## src/rtl/lstu_pkg.sv

```systemverilog
// Shared types and constants of the load/store transfer unit.
`default_nettype none

package lstu_pkg;

    typedef enum logic [1:0] {
        KIND_MEM_READ  = 2'd0,
        KIND_MEM_WRITE = 2'd1,
        KIND_REG_WRITE = 2'd2
    } kind_t;

    localparam logic MODE_INSTR     = 1'b0;
    localparam logic MODE_READ_DATA = 1'b1;

    localparam logic [31:0] WORD_ALIGN_MASK = 32'hFFFF_FFFC;
    localparam logic [31:0] BYTE_MASK       = 32'h0000_00FF;
    localparam logic [3:0]  PC_REG          = 4'd15;
    localparam logic [31:0] PC_STORE_ADJUST = 32'd4;

    typedef struct packed {
        kind_t       kind;
        logic [31:0] address;
        logic [31:0] write_data;
        logic        size_byte;
        logic [3:0]  reg_number;
        logic [31:0] reg_value;
        logic        has_wb;
        logic [3:0]  wb_number;
        logic [31:0] wb_value;
    } entry_t;

endpackage

`default_nettype wire

```

## src/rtl/lstu_front.sv

```systemverilog
// Front end: accepts input beats, computes addresses and load data, tracks the pending load.
`default_nettype none

module lstu_front (
    input  wire logic           clk,
    input  wire logic           rst_n,
    input  wire logic           accept,
    input  wire logic           mode,
    input  wire logic           pre_index,
    input  wire logic           add_offset,
    input  wire logic           byte_access,
    input  wire logic           write_back,
    input  wire logic           is_load,
    input  wire logic [3:0]     base_index,
    input  wire logic [3:0]     data_index,
    input  wire logic [31:0]    base_value,
    input  wire logic [31:0]    offset_value,
    input  wire logic [31:0]    store_value,
    input  wire logic [31:0]    read_data,
    output logic                push,
    output lstu_pkg::entry_t    entry
);

    logic        load_pending_reg;
    logic        load_pending_next;
    logic [1:0]  pending_low_bits_reg;
    logic [1:0]  pending_low_bits_next;
    logic        pending_is_byte_reg;
    logic        pending_is_byte_next;
    logic [3:0]  pending_dest_reg;
    logic [3:0]  pending_dest_next;

    logic [31:0] updated;
    logic [31:0] eff;
    logic [31:0] req_addr;
    logic        do_wb;
    logic [31:0] store_data;
    logic [31:0] rotated;
    logic [31:0] load_value;

    always_comb
    begin
        updated    = add_offset ? (base_value + offset_value) : (base_value - offset_value);
        eff        = pre_index ? updated : base_value;
        req_addr   = byte_access ? eff : (eff & lstu_pkg::WORD_ALIGN_MASK);
        do_wb      = !pre_index || write_back;
        store_data = store_value
                     + ((data_index == lstu_pkg::PC_REG) ? lstu_pkg::PC_STORE_ADJUST : 32'd0);
        if (byte_access)
        begin
            store_data = store_data & lstu_pkg::BYTE_MASK;
        end
    end

    always_comb
    begin
        case (pending_low_bits_reg)
            2'd0:    rotated = read_data;
            2'd1:    rotated = {read_data[7:0], read_data[31:8]};
            2'd2:    rotated = {read_data[15:0], read_data[31:16]};
            2'd3:    rotated = {read_data[23:0], read_data[31:24]};
            default: rotated = read_data;
        endcase
        load_value = pending_is_byte_reg ? (read_data & lstu_pkg::BYTE_MASK) : rotated;
    end

    always_comb
    begin
        entry = '0;
        push  = 1'b0;
        if (mode == lstu_pkg::MODE_READ_DATA)
        begin
            push             = accept && load_pending_reg;
            entry.kind       = lstu_pkg::KIND_REG_WRITE;
            entry.reg_number = pending_dest_reg;
            entry.reg_value  = load_value;
        end
        else
        begin
            push            = accept;
            entry.kind      = is_load ? lstu_pkg::KIND_MEM_READ : lstu_pkg::KIND_MEM_WRITE;
            entry.address   = req_addr;
            entry.write_data = is_load ? 32'd0 : store_data;
            entry.size_byte = byte_access;
            entry.has_wb    = do_wb;
            entry.wb_number = base_index;
            entry.wb_value  = updated;
        end
    end

    always_comb
    begin
        load_pending_next     = load_pending_reg;
        pending_low_bits_next = pending_low_bits_reg;
        pending_is_byte_next  = pending_is_byte_reg;
        pending_dest_next     = pending_dest_reg;
        if (accept)
        begin
            if (mode == lstu_pkg::MODE_READ_DATA)
            begin
                load_pending_next = 1'b0;
            end
            else if (is_load)
            begin
                load_pending_next     = 1'b1;
                pending_low_bits_next = eff[1:0];
                pending_is_byte_next  = byte_access;
                pending_dest_next     = data_index;
            end
        end
    end

    always_ff @(posedge clk or negedge rst_n)
    begin
        if (!rst_n)
        begin
            load_pending_reg     <= 1'b0;
            pending_low_bits_reg <= 2'd0;
            pending_is_byte_reg  <= 1'b0;
            pending_dest_reg     <= 4'd0;
        end
        else
        begin
            load_pending_reg     <= load_pending_next;
            pending_low_bits_reg <= pending_low_bits_next;
            pending_is_byte_reg  <= pending_is_byte_next;
            pending_dest_reg     <= pending_dest_next;
        end
    end

endmodule

`default_nettype wire

```

## src/rtl/lstu_queue.sv

```systemverilog
// Short queue of classified transfers between the front and back ends.
`default_nettype none

module lstu_queue #(
    parameter int DEPTH = 4
) (
    input  wire logic             clk,
    input  wire logic             rst_n,
    input  wire logic             push,
    input  wire lstu_pkg::entry_t push_entry,
    input  wire logic             pop,
    output lstu_pkg::entry_t      head,
    output logic                  empty,
    output logic                  full
);

    localparam int PW = (DEPTH > 1) ? $clog2(DEPTH) : 1;
    localparam int CW = $clog2(DEPTH + 1);
    localparam logic [PW-1:0] LAST_SLOT  = PW'(DEPTH - 1);
    localparam logic [CW-1:0] FULL_COUNT = CW'(DEPTH);

    lstu_pkg::entry_t slots_reg [DEPTH];

    logic [PW-1:0] wr_ptr_reg;
    logic [PW-1:0] wr_ptr_next;
    logic [PW-1:0] rd_ptr_reg;
    logic [PW-1:0] rd_ptr_next;
    logic [CW-1:0] count_reg;
    logic [CW-1:0] count_next;
    logic          do_push;
    logic          do_pop;

    always_comb
    begin
        empty   = (count_reg == '0);
        full    = (count_reg == FULL_COUNT);
        do_push = push && !full;
        do_pop  = pop && !empty;
        head    = slots_reg[rd_ptr_reg];

        wr_ptr_next = wr_ptr_reg;
        rd_ptr_next = rd_ptr_reg;
        count_next  = count_reg;
        if (do_push)
        begin
            wr_ptr_next = (wr_ptr_reg == LAST_SLOT) ? '0 : wr_ptr_reg + 1'b1;
        end
        if (do_pop)
        begin
            rd_ptr_next = (rd_ptr_reg == LAST_SLOT) ? '0 : rd_ptr_reg + 1'b1;
        end
        if (do_push && !do_pop)
        begin
            count_next = count_reg + 1'b1;
        end
        else if (do_pop && !do_push)
        begin
            count_next = count_reg - 1'b1;
        end
    end

    always_ff @(posedge clk)
    begin
        if (do_push)
        begin
            slots_reg[wr_ptr_reg] <= push_entry;
        end
    end

    always_ff @(posedge clk or negedge rst_n)
    begin
        if (!rst_n)
        begin
            wr_ptr_reg <= '0;
            rd_ptr_reg <= '0;
            count_reg  <= '0;
        end
        else
        begin
            wr_ptr_reg <= wr_ptr_next;
            rd_ptr_reg <= rd_ptr_next;
            count_reg  <= count_next;
        end
    end

endmodule

`default_nettype wire

```

## src/rtl/lstu_back.sv

```systemverilog
// Back end: expands queued transfers into result beats behind an output register.
`default_nettype none

module lstu_back (
    input  wire logic             clk,
    input  wire logic             rst_n,
    input  wire lstu_pkg::entry_t head,
    input  wire logic             empty,
    output logic                  pop,
    output logic                  out_valid,
    input  wire logic             out_stall,
    output logic [1:0]            kind,
    output logic [31:0]           address,
    output logic [31:0]           write_data,
    output logic                  size_byte,
    output logic [3:0]            reg_number,
    output logic [31:0]           reg_value,
    output logic                  last
);

    logic            out_valid_reg;
    logic            out_valid_next;
    logic            second_reg;
    logic            second_next;
    lstu_pkg::kind_t kind_reg;
    lstu_pkg::kind_t kind_next;
    logic [31:0]     address_reg;
    logic [31:0]     address_next;
    logic [31:0]     write_data_reg;
    logic [31:0]     write_data_next;
    logic            size_byte_reg;
    logic            size_byte_next;
    logic [3:0]      reg_number_reg;
    logic [3:0]      reg_number_next;
    logic [31:0]     reg_value_reg;
    logic [31:0]     reg_value_next;
    logic            last_reg;
    logic            last_next;
    logic [3:0]      wb_number_reg;
    logic [3:0]      wb_number_next;
    logic [31:0]     wb_value_reg;
    logic [31:0]     wb_value_next;
    logic            load_out;

    always_comb
    begin
        load_out        = !out_valid_reg || !out_stall;
        pop             = load_out && !second_reg && !empty;
        out_valid_next  = out_valid_reg;
        second_next     = second_reg;
        kind_next       = kind_reg;
        address_next    = address_reg;
        write_data_next = write_data_reg;
        size_byte_next  = size_byte_reg;
        reg_number_next = reg_number_reg;
        reg_value_next  = reg_value_reg;
        last_next       = last_reg;
        wb_number_next  = wb_number_reg;
        wb_value_next   = wb_value_reg;
        if (load_out)
        begin
            if (second_reg)
            begin
                out_valid_next  = 1'b1;
                second_next     = 1'b0;
                kind_next       = lstu_pkg::KIND_REG_WRITE;
                address_next    = 32'd0;
                write_data_next = 32'd0;
                size_byte_next  = 1'b0;
                reg_number_next = wb_number_reg;
                reg_value_next  = wb_value_reg;
                last_next       = 1'b1;
            end
            else if (!empty)
            begin
                out_valid_next  = 1'b1;
                second_next     = head.has_wb;
                kind_next       = head.kind;
                address_next    = head.address;
                write_data_next = head.write_data;
                size_byte_next  = head.size_byte;
                reg_number_next = head.reg_number;
                reg_value_next  = head.reg_value;
                last_next       = !head.has_wb;
                wb_number_next  = head.wb_number;
                wb_value_next   = head.wb_value;
            end
            else
            begin
                out_valid_next = 1'b0;
            end
        end
    end

    always_ff @(posedge clk or negedge rst_n)
    begin
        if (!rst_n)
        begin
            out_valid_reg <= 1'b0;
            second_reg    <= 1'b0;
        end
        else
        begin
            out_valid_reg <= out_valid_next;
            second_reg    <= second_next;
        end
    end

    always_ff @(posedge clk)
    begin
        kind_reg       <= kind_next;
        address_reg    <= address_next;
        write_data_reg <= write_data_next;
        size_byte_reg  <= size_byte_next;
        reg_number_reg <= reg_number_next;
        reg_value_reg  <= reg_value_next;
        last_reg       <= last_next;
        wb_number_reg  <= wb_number_next;
        wb_value_reg   <= wb_value_next;
    end

    assign out_valid  = out_valid_reg;
    assign kind       = kind_reg;
    assign address    = address_reg;
    assign write_data = write_data_reg;
    assign size_byte  = size_byte_reg;
    assign reg_number = reg_number_reg;
    assign reg_value  = reg_value_reg;
    assign last       = last_reg;

endmodule

`default_nettype wire

```

## src/rtl/load_store_transfer_unit.sv

```systemverilog
// Top level of the load/store transfer unit: front end, transfer queue and back end.
// An input beat's first result is registered in the queue, then in the output register.
// Throughput: one input beat per cycle unless the queue is full; one result beat
// per cycle unless out_stall; a writeback item gives two beats, a burst the queue absorbs.
// Input stalls only while the QUEUE_DEPTH-entry transfer queue is full.
// Reset clears the pending load, the queue pointers and the output valid.
`default_nettype none

module load_store_transfer_unit #(
    parameter int QUEUE_DEPTH = 4
) (
    input  wire logic        clk,
    input  wire logic        rst_n,
    input  wire logic        in_valid,
    output logic             in_stall,
    input  wire logic        mode,
    input  wire logic        pre_index,
    input  wire logic        add_offset,
    input  wire logic        byte_access,
    input  wire logic        write_back,
    input  wire logic        is_load,
    input  wire logic [3:0]  base_index,
    input  wire logic [3:0]  data_index,
    input  wire logic [31:0] base_value,
    input  wire logic [31:0] offset_value,
    input  wire logic [31:0] store_value,
    input  wire logic [31:0] read_data,
    output logic             out_valid,
    input  wire logic        out_stall,
    output logic [1:0]       kind,
    output logic [31:0]      address,
    output logic [31:0]      write_data,
    output logic             size_byte,
    output logic [3:0]       reg_number,
    output logic [31:0]      reg_value,
    output logic             last
);

    logic             accept;
    logic             push;
    lstu_pkg::entry_t push_entry;
    lstu_pkg::entry_t head;
    logic             empty;
    logic             full;
    logic             pop;

    assign in_stall = full;
    assign accept   = in_valid && !in_stall;

    lstu_front u_front (
        .clk          (clk),
        .rst_n        (rst_n),
        .accept       (accept),
        .mode         (mode),
        .pre_index    (pre_index),
        .add_offset   (add_offset),
        .byte_access  (byte_access),
        .write_back   (write_back),
        .is_load      (is_load),
        .base_index   (base_index),
        .data_index   (data_index),
        .base_value   (base_value),
        .offset_value (offset_value),
        .store_value  (store_value),
        .read_data    (read_data),
        .push         (push),
        .entry        (push_entry)
    );

    lstu_queue #(
        .DEPTH (QUEUE_DEPTH)
    ) u_queue (
        .clk        (clk),
        .rst_n      (rst_n),
        .push       (push),
        .push_entry (push_entry),
        .pop        (pop),
        .head       (head),
        .empty      (empty),
        .full       (full)
    );

    lstu_back u_back (
        .clk        (clk),
        .rst_n      (rst_n),
        .head       (head),
        .empty      (empty),
        .pop        (pop),
        .out_valid  (out_valid),
        .out_stall  (out_stall),
        .kind       (kind),
        .address    (address),
        .write_data (write_data),
        .size_byte  (size_byte),
        .reg_number (reg_number),
        .reg_value  (reg_value),
        .last       (last)
    );

endmodule

`default_nettype wire

```

## config.mk

```make
export PLATFORM = sky130hd
export DESIGN_NAME = load_store_transfer_unit
export DESIGN_NICKNAME = d
export VERILOG_FILES = /design/src/rtl/lstu_pkg.sv /design/src/rtl/lstu_front.sv /design/src/rtl/lstu_queue.sv /design/src/rtl/lstu_back.sv /design/src/rtl/load_store_transfer_unit.sv
export SDC_FILE = /design/constraint.sdc
export NUM_CORES = 1
export LEC_CHECK = 0
export BUFFER_PORTS_ARGS = -buffer_cell sky130_fd_sc_hd__buf_2
export CAP_MARGIN = 30
export CORE_UTILIZATION = 50
export DETAILED_ROUTE_END_ITERATION = 6
export PLACE_DENSITY = 0.73
export SLEW_MARGIN = 20
export SYNTH_ARGS = -nofsm -noshare
export SYNTH_HDL_FRONTEND = slang
export SYNTH_HIERARCHICAL = 1
export SYNTH_SLANG_ARGS = --single-unit
```

## constraint.sdc

```tcl
create_clock -name clk -period 19.1 [get_ports clk]
set_input_delay 5.73 -clock clk [delete_from_list [all_inputs] [get_ports clk]]
set_output_delay 5.73 -clock clk [all_outputs]
set_load 0.01 [all_outputs]
```

# Yosys cells after proc, flatten, opt, wreduce, memory -nomap -nowiden
# Memory sizes are Yosys's and may differ from the RTL's.
# Index checks and enable logic that the tools add are counted.
op_classes:
  n_bitwise: 3
  mux: 35
  reduce_logical: 27
  n_addsub: 7
  eq_ne: 8
op_table:
  columns: ["cell", "count"]
  rows:
  - ["$mux 32", 9]
  - ["$pmux 32 s4", 1]
  - ["$mux 65", 1]
  - ["$add 32x32->32", 2]
  - ["$mux 37", 1]
  - ["$mux 36", 1]
  - ["$sub 32x32->32", 1]
  - ["$mux 1", 12]
  - ["$mux 2", 5]
  - ["$logic_not 1->1", 9]
  - ["$mux 3", 3]
  - ["$eq 2x2->1 const B", 4]
  - ["$logic_and 1x1->1", 8]
  - ["$mux 4", 2]
  - ["$reduce_and 3->1", 2]
  - ["$add 2x1->2 const B", 2]
  - ["$eq 4x4->1 const B", 1]
  - ["$reduce_and 2->1", 2]
  - ["$reduce_bool 2->1", 2]
  - ["$add 3x1->3 const B", 1]
  - ["$eq 3x3->1 const B", 1]
  - ["$logic_not 3->1", 1]
  - ["$not 1->1", 3]
  - ["$sub 3x1->3 const B", 1]
  - ["4 further kinds", 5]
totals:
  out_inout_bits: 106
  register_bits: 157
  ramBits: 560
  inputBits: 146
  elab_cells: 99
  mem_count: 1
memory_table:
  columns: ["name", "words", "word_bits", "rd", "rd_clocked_by_memory_dff", "write_ports", "line", "text"]
  rows:
  - ["u_queue.slots_reg", 4, 140, 1, 0, 1, "lstu_queue.sv:22", "lstu_pkg::entry_t slots_reg [DEPTH];"]

# Depth between registers and ports, before layout
depth:
  word_depth: 10
  mapped_depth: 18
  depth_no_buf: 17

# Hierarchy
# Netlist, hierarchy kept.
modules_own_cells:
  columns: ["module", "seq_area_each_um2", "area_per_inst_um2", "instances", "cells_each"]
  rows:
  - ["lstu_queue", 16991.3, 20619.8, 1, 769]
  - ["lstu_back", 4254.1, 5375.2, 1, 267]
  - ["lstu_front", 200.2, 5136.2, 1, 768]
  - ["load_store_transfer_unit", 0.0, 13.8, 1, 1]

# Worst setup path before layout
# OpenSTA, ideal clock, no wires.
synth_timing:
  path_kind: "input-to-reg"
  startpoint: "input port out_stall"
  endpoint: "register u_back.address_reg[0], in the netlist u_back/address[0] (enable)"
  arrival_ns: 10.639
  n_path_buf: 0
  slack_ns: 7.860
  stages: 1
  setup_ns: 0.601
  required_ns: 18.499
  path_cell_list: "a21oi_1"
synth_between:
  elab_chain_len: 3
synth_lines:
  columns: ["item", "line", "text"]
  rows:
  - ["from (decl)", "load_store_transfer_unit.sv:29", "input wire logic out_stall,"]
  - ["$logic_not 1->1", "lstu_back.sv:47", "load_out = !out_valid_reg || !out_stall;"]
  - ["$logic_or 1x1->1", "lstu_back.sv:47", null]
  - ["$reduce_and 2->1 (no line)", null, null]
  - ["to (signal assigned)", "lstu_back.sv:112", "address_reg <= address_next;"]
  - ["to (decl)", "lstu_back.sv:27", "logic [31:0] address_reg;"]
# No other way between the ends.
# A chain may end at the register's enable or synchronous reset.

==> results.json <==
{
  "status": "finished, final reports clean",
  "synth-simple-area-share": 0.0719,
  "ff2ff_setup_slack_ns": 15.72,
  "yosysWarnings": 6,
  "cts-root-buf": "clkbuf_16",
  "cp_top_family": "compound AO/OA/AOI/OAI gates",
  "min_period_ns": 9.56,
  "synth.mux.area_fraction": 0.139,
  "p_comb_frac": 0.281,
  "finalSetupViolCount": 0,
  "synth_nets": 2000,
  "ys_seq_area_frac": 0.689,
  "switching_power_mw": 1.53,
  "synth_area_um2": 31100,
  "drc": 0,
  "swShare": 0.294,
  "async_reset_ff_frac": 0.0237,
  "synth_compound_area_frac": 0.0369,
  "synth_top_family_by_area": "multiplexers",
  "crit_slowest_cell": "or4_4",
  "drt_iter0_drc": 1322,
  "max_slew_margin": 0.316,
  "finClkSkew_ns": 0.0192,
  "path_cells": "buf_2 > or4_4 > or4_4 > nor3b_2 > nor2_1 > nor2_1 > o21a_1 > o21ai_0 > xor2_1 > ha_1 > a21o_1 > a21o_1 > a21oi_1 > o21ai_0 > a221oi_1 > o31ai_1 > xnor2_1 > o21ai_1",
  "core_um2": 61600,
  "grt.overflow.total": 0,
  "clk_pin_slew_ns": 0.06,
  "path_class": "input port to flip-flop",
  "hold_buffers": 0,
  "fin_nets": 2263,
  "dieHeight_um": 252,
  "cts_buffer_depth": 3,
  "period_share": 0.501,
  "cts.sinks": 717,
  "place.gp.congestion": 0.906,
  "postRouteAntennaNets": 0,
  "holdPathEnd": "u_front/pending_dest_reg[0]",
  "ys_seq_elements": 717,
  "start_util": 0.506,
  "n_antenna_cell": 0,
  "drt_wl_total_mm": 70.0,
  "rr_worst_depth": 6,
  "grt_use_total": 0.222,
  "grt_pass1_vias": 17100,
  "io_pins": 252,
  "crit_path_end_kind": "flip-flop",
  "post_cts_buffers": 0,
  "synth-edff-count": 700,
  "finalWorstSetupSlack_ns": 9.54,
  "r2r-end": "u_queue/slots_reg[1][59]",
  "peakVddDrop_mv": 0.154,
  "ctsHtreeMaxLevel": 3,
  "synthFlopType": "edfxtp_1",
  "synth-xor-area-share": 0.0241,
  "required_ns": 19.39,
  "clk_latency_ns": 0.60,
  "grt_max_degree": 110,
  "r2r-start": "u_queue/count_reg[2]",
  "intPower_mw": 3.67,
  "synthesis.instances": 1805,
  "p_seq_frac": 0.466,
  "largest_register_ffs": 560,
  "cellPowerDensity_nw_per_um2": 147,
  "min_path_type": "flip-flop to flip-flop",
  "worstHoldStart": "u_front/pending_dest_reg[0]",
  "slowest_delay_ns": 0.55,
  "slew_viol_final": 0,
  "post_cts_resized": 0,
  "rows": 91,
  "grt_pass1_wl_mm": 105,
  "post_layout_nonfiller_instances": 2958,
  "cts_tree": "done",
  "dpl.hpwl_mm": 45.3,
  "grt_setup_unrepaired": "false",
  "io_buffers": 251,
  "drive_gt1_frac": 0.288,
  "dr_total_vias": 16900,
  "critPathMaxFanout": 10,
  "whs_path_depth": 1,
  "wl_per_cell_um": 23.7,
  "dr.pass1.iters": 5,
  "dpl.cell_count": 2827,
  "cp.arrival_ns": 9.86,
  "critPathLaunchType": "input port",
  "viasPerCell": 5.72,
  "avgSynthCellArea_um2": 17.3,
  "antenna_found_initial": 2,
  "area_growth_pct": 13.9,
  "leakage_nw": 12.3,
  "die_area_um2": 63300,
  "timing.fmax_mhz": 105,
  "dp_slack_ns": 8.96,
  "clockPowerShare": 0.253,
  "drv_cap": 0,
  "fillers": 4617,
  "finalPower_mw": 5.20,
  "die_w_um": 252,
  "worst_slew_pin_slew_ns": 1.03,
  "setup_tns_ns": 0,
  "path_buf_inv": 1,
  "finalHoldViolations": 0,
  "synth.distinct_cells": 65,
  "synth-adder-area-share": 0.0202,
  "cts_buffers": 73
}
==> worst reg2reg max path, delay by kind of cell, from the launching register on <==
family / cells / cell delay (ns)
AO/OA/AOI/OAI: 1 / 0.17
buffers and inverters: 1 / 0.81
flip-flops: 1 / 0.42
AND/OR/NAND/NOR: 4 / 1.56
==> per-layer routing <==
metal / up-vias / track usage / part of all wire / routed length (um)
met3: 82 / 0.0381 / 0.062 / 4370
li1: 7561 / - / - / -
met5: - / 0 / 0.00019 / 13
met2: 544 / 0.366 / 0.50 / 34800
met1: 8740 / 0.308 / 0.42 / 29400
met4: 2 / 0.0620 / 0.019 / 1350
==> placed cells by master (no fill, tap or decap), types with 16 or more instances in the layout <==
| cell type | count |
|---|---|
| xor2_1 | 51 |
| mux2_4 | 36 |
| xnor2_1 | 33 |
| o21ai_0 | 57 |
| nor2_1 | 112 |
| buf_4 | 18 |
| nand3_1 | 17 |
| ha_1 | 47 |
| buf_2 | 250 |
| mux4_2 | 156 |
| inv_1 | 30 |
| clkbuf_16 | 73 |
| nor2b_1 | 102 |
| nand2b_1 | 17 |
| a21o_1 | 16 |
| nand2_1 | 69 |
| a21oi_1 | 67 |
| edfxtp_1 | 700 |
| clkbuf_1 | 19 |
==> synthesized netlist by cell type (all sizes together), types with 3 or more instances <==
master,number,area share
a21o,16,0.0039
a21oi,69,0.011
a31oi,7,0.0014
and2,14,0.0028
and3,4,0.00080
and4,5,0.0014
buf,45,0.011
clkbuf,43,0.0052
dfrtp,17,0.014
edfxtp,700,0.67
ha,47,0.019
inv,30,0.0036
mux2,47,0.021
mux2i,15,0.0048
mux4,156,0.11
nand2,69,0.0083
nand2b,18,0.0039
nand3,17,0.0027
nand3b,3,0.00072
nand4,14,0.0028
nor2,114,0.014
nor2b,103,0.021
nor3,15,0.0024
nor3b,3,0.0010
nor4,10,0.0020
o211ai,11,0.0027
o21a,4,0.00096
o21ai,59,0.0095
o21bai,11,0.0027
o31ai,4,0.00096
or2,10,0.0020
or3,10,0.0020
or3b,8,0.0022
xnor2,34,0.0098
xor2,51,0.014
==> cell type report <==
type / count / area, um2 / share of cell area
sequential: 717 / 21500 / 0.605
multi-input combinational: 970 / 9130 / 0.257
clock buffer: 95 / 1940 / 0.0547
timing repair buffer: 276 / 1560 / 0.0439
tap: 837 / 1050 / 0.0295
clock inverter: 33 / 241 / 0.00681
inverter: 30 / 113 / 0.00317
==> worst max-delay path by stage <==
| stage | from | cells past startpoint | end | slack, ns |
|---|---|---|---|---|
| after detailed placement | offset_value[13] | 18 | u_queue/slots_reg[1][137] | 8.96 |
| after CTS | offset_value[13] | 18 | u_queue/slots_reg[3][137] | 9.58 |
| after global routing | offset_value[13] | 18 | u_queue/slots_reg[1][137] | 9.13 |
| final | offset_value[13] | 18 | u_queue/slots_reg[3][137] | 9.54 |
| after global placement | offset_value[13] | 18 | u_queue/slots_reg[0][137] | 8.99 |
| after floorplan | out_stall | 1 | u_back/address[0] | 7.86 |
==> cell families (layout without fill, tap and decap cells) <==
family | Yosys count | count (layout)
fa+ha+maj | 49 | 49
simple gates | 423 | 423
xor+xnor | 85 | 85
mux | 218 | 218
buf+inv | 118 | 434
compound gates | 195 | 195
flops | 717 | 717
==> power by group through the flow <==
stage	clock network (mW)	registers [mW]	logic, mW
after floorplan	0	2.44	1.02
after global placement	0	2.45	1.43
after detailed placement	0	2.46	1.47
after CTS	1.34	2.43	1.48
after global routing	1.40	2.46	1.57
final	1.32	2.43	1.46
==> through the flow <==
step | util | hold WS [ns] | area [um2]
floorplan | - | 0.471 | 31100
global placement | 0.538 | 0.481 | 33100
detailed placement | 0.540 | 0.490 | 33200
CTS | 0.575 | 0.503 | 35400
global route | 0.576 | 0.522 | 35500
finish | 0.576 | 0.500 | 35500
No activity file was read; power rests on OpenSTA's default activity.
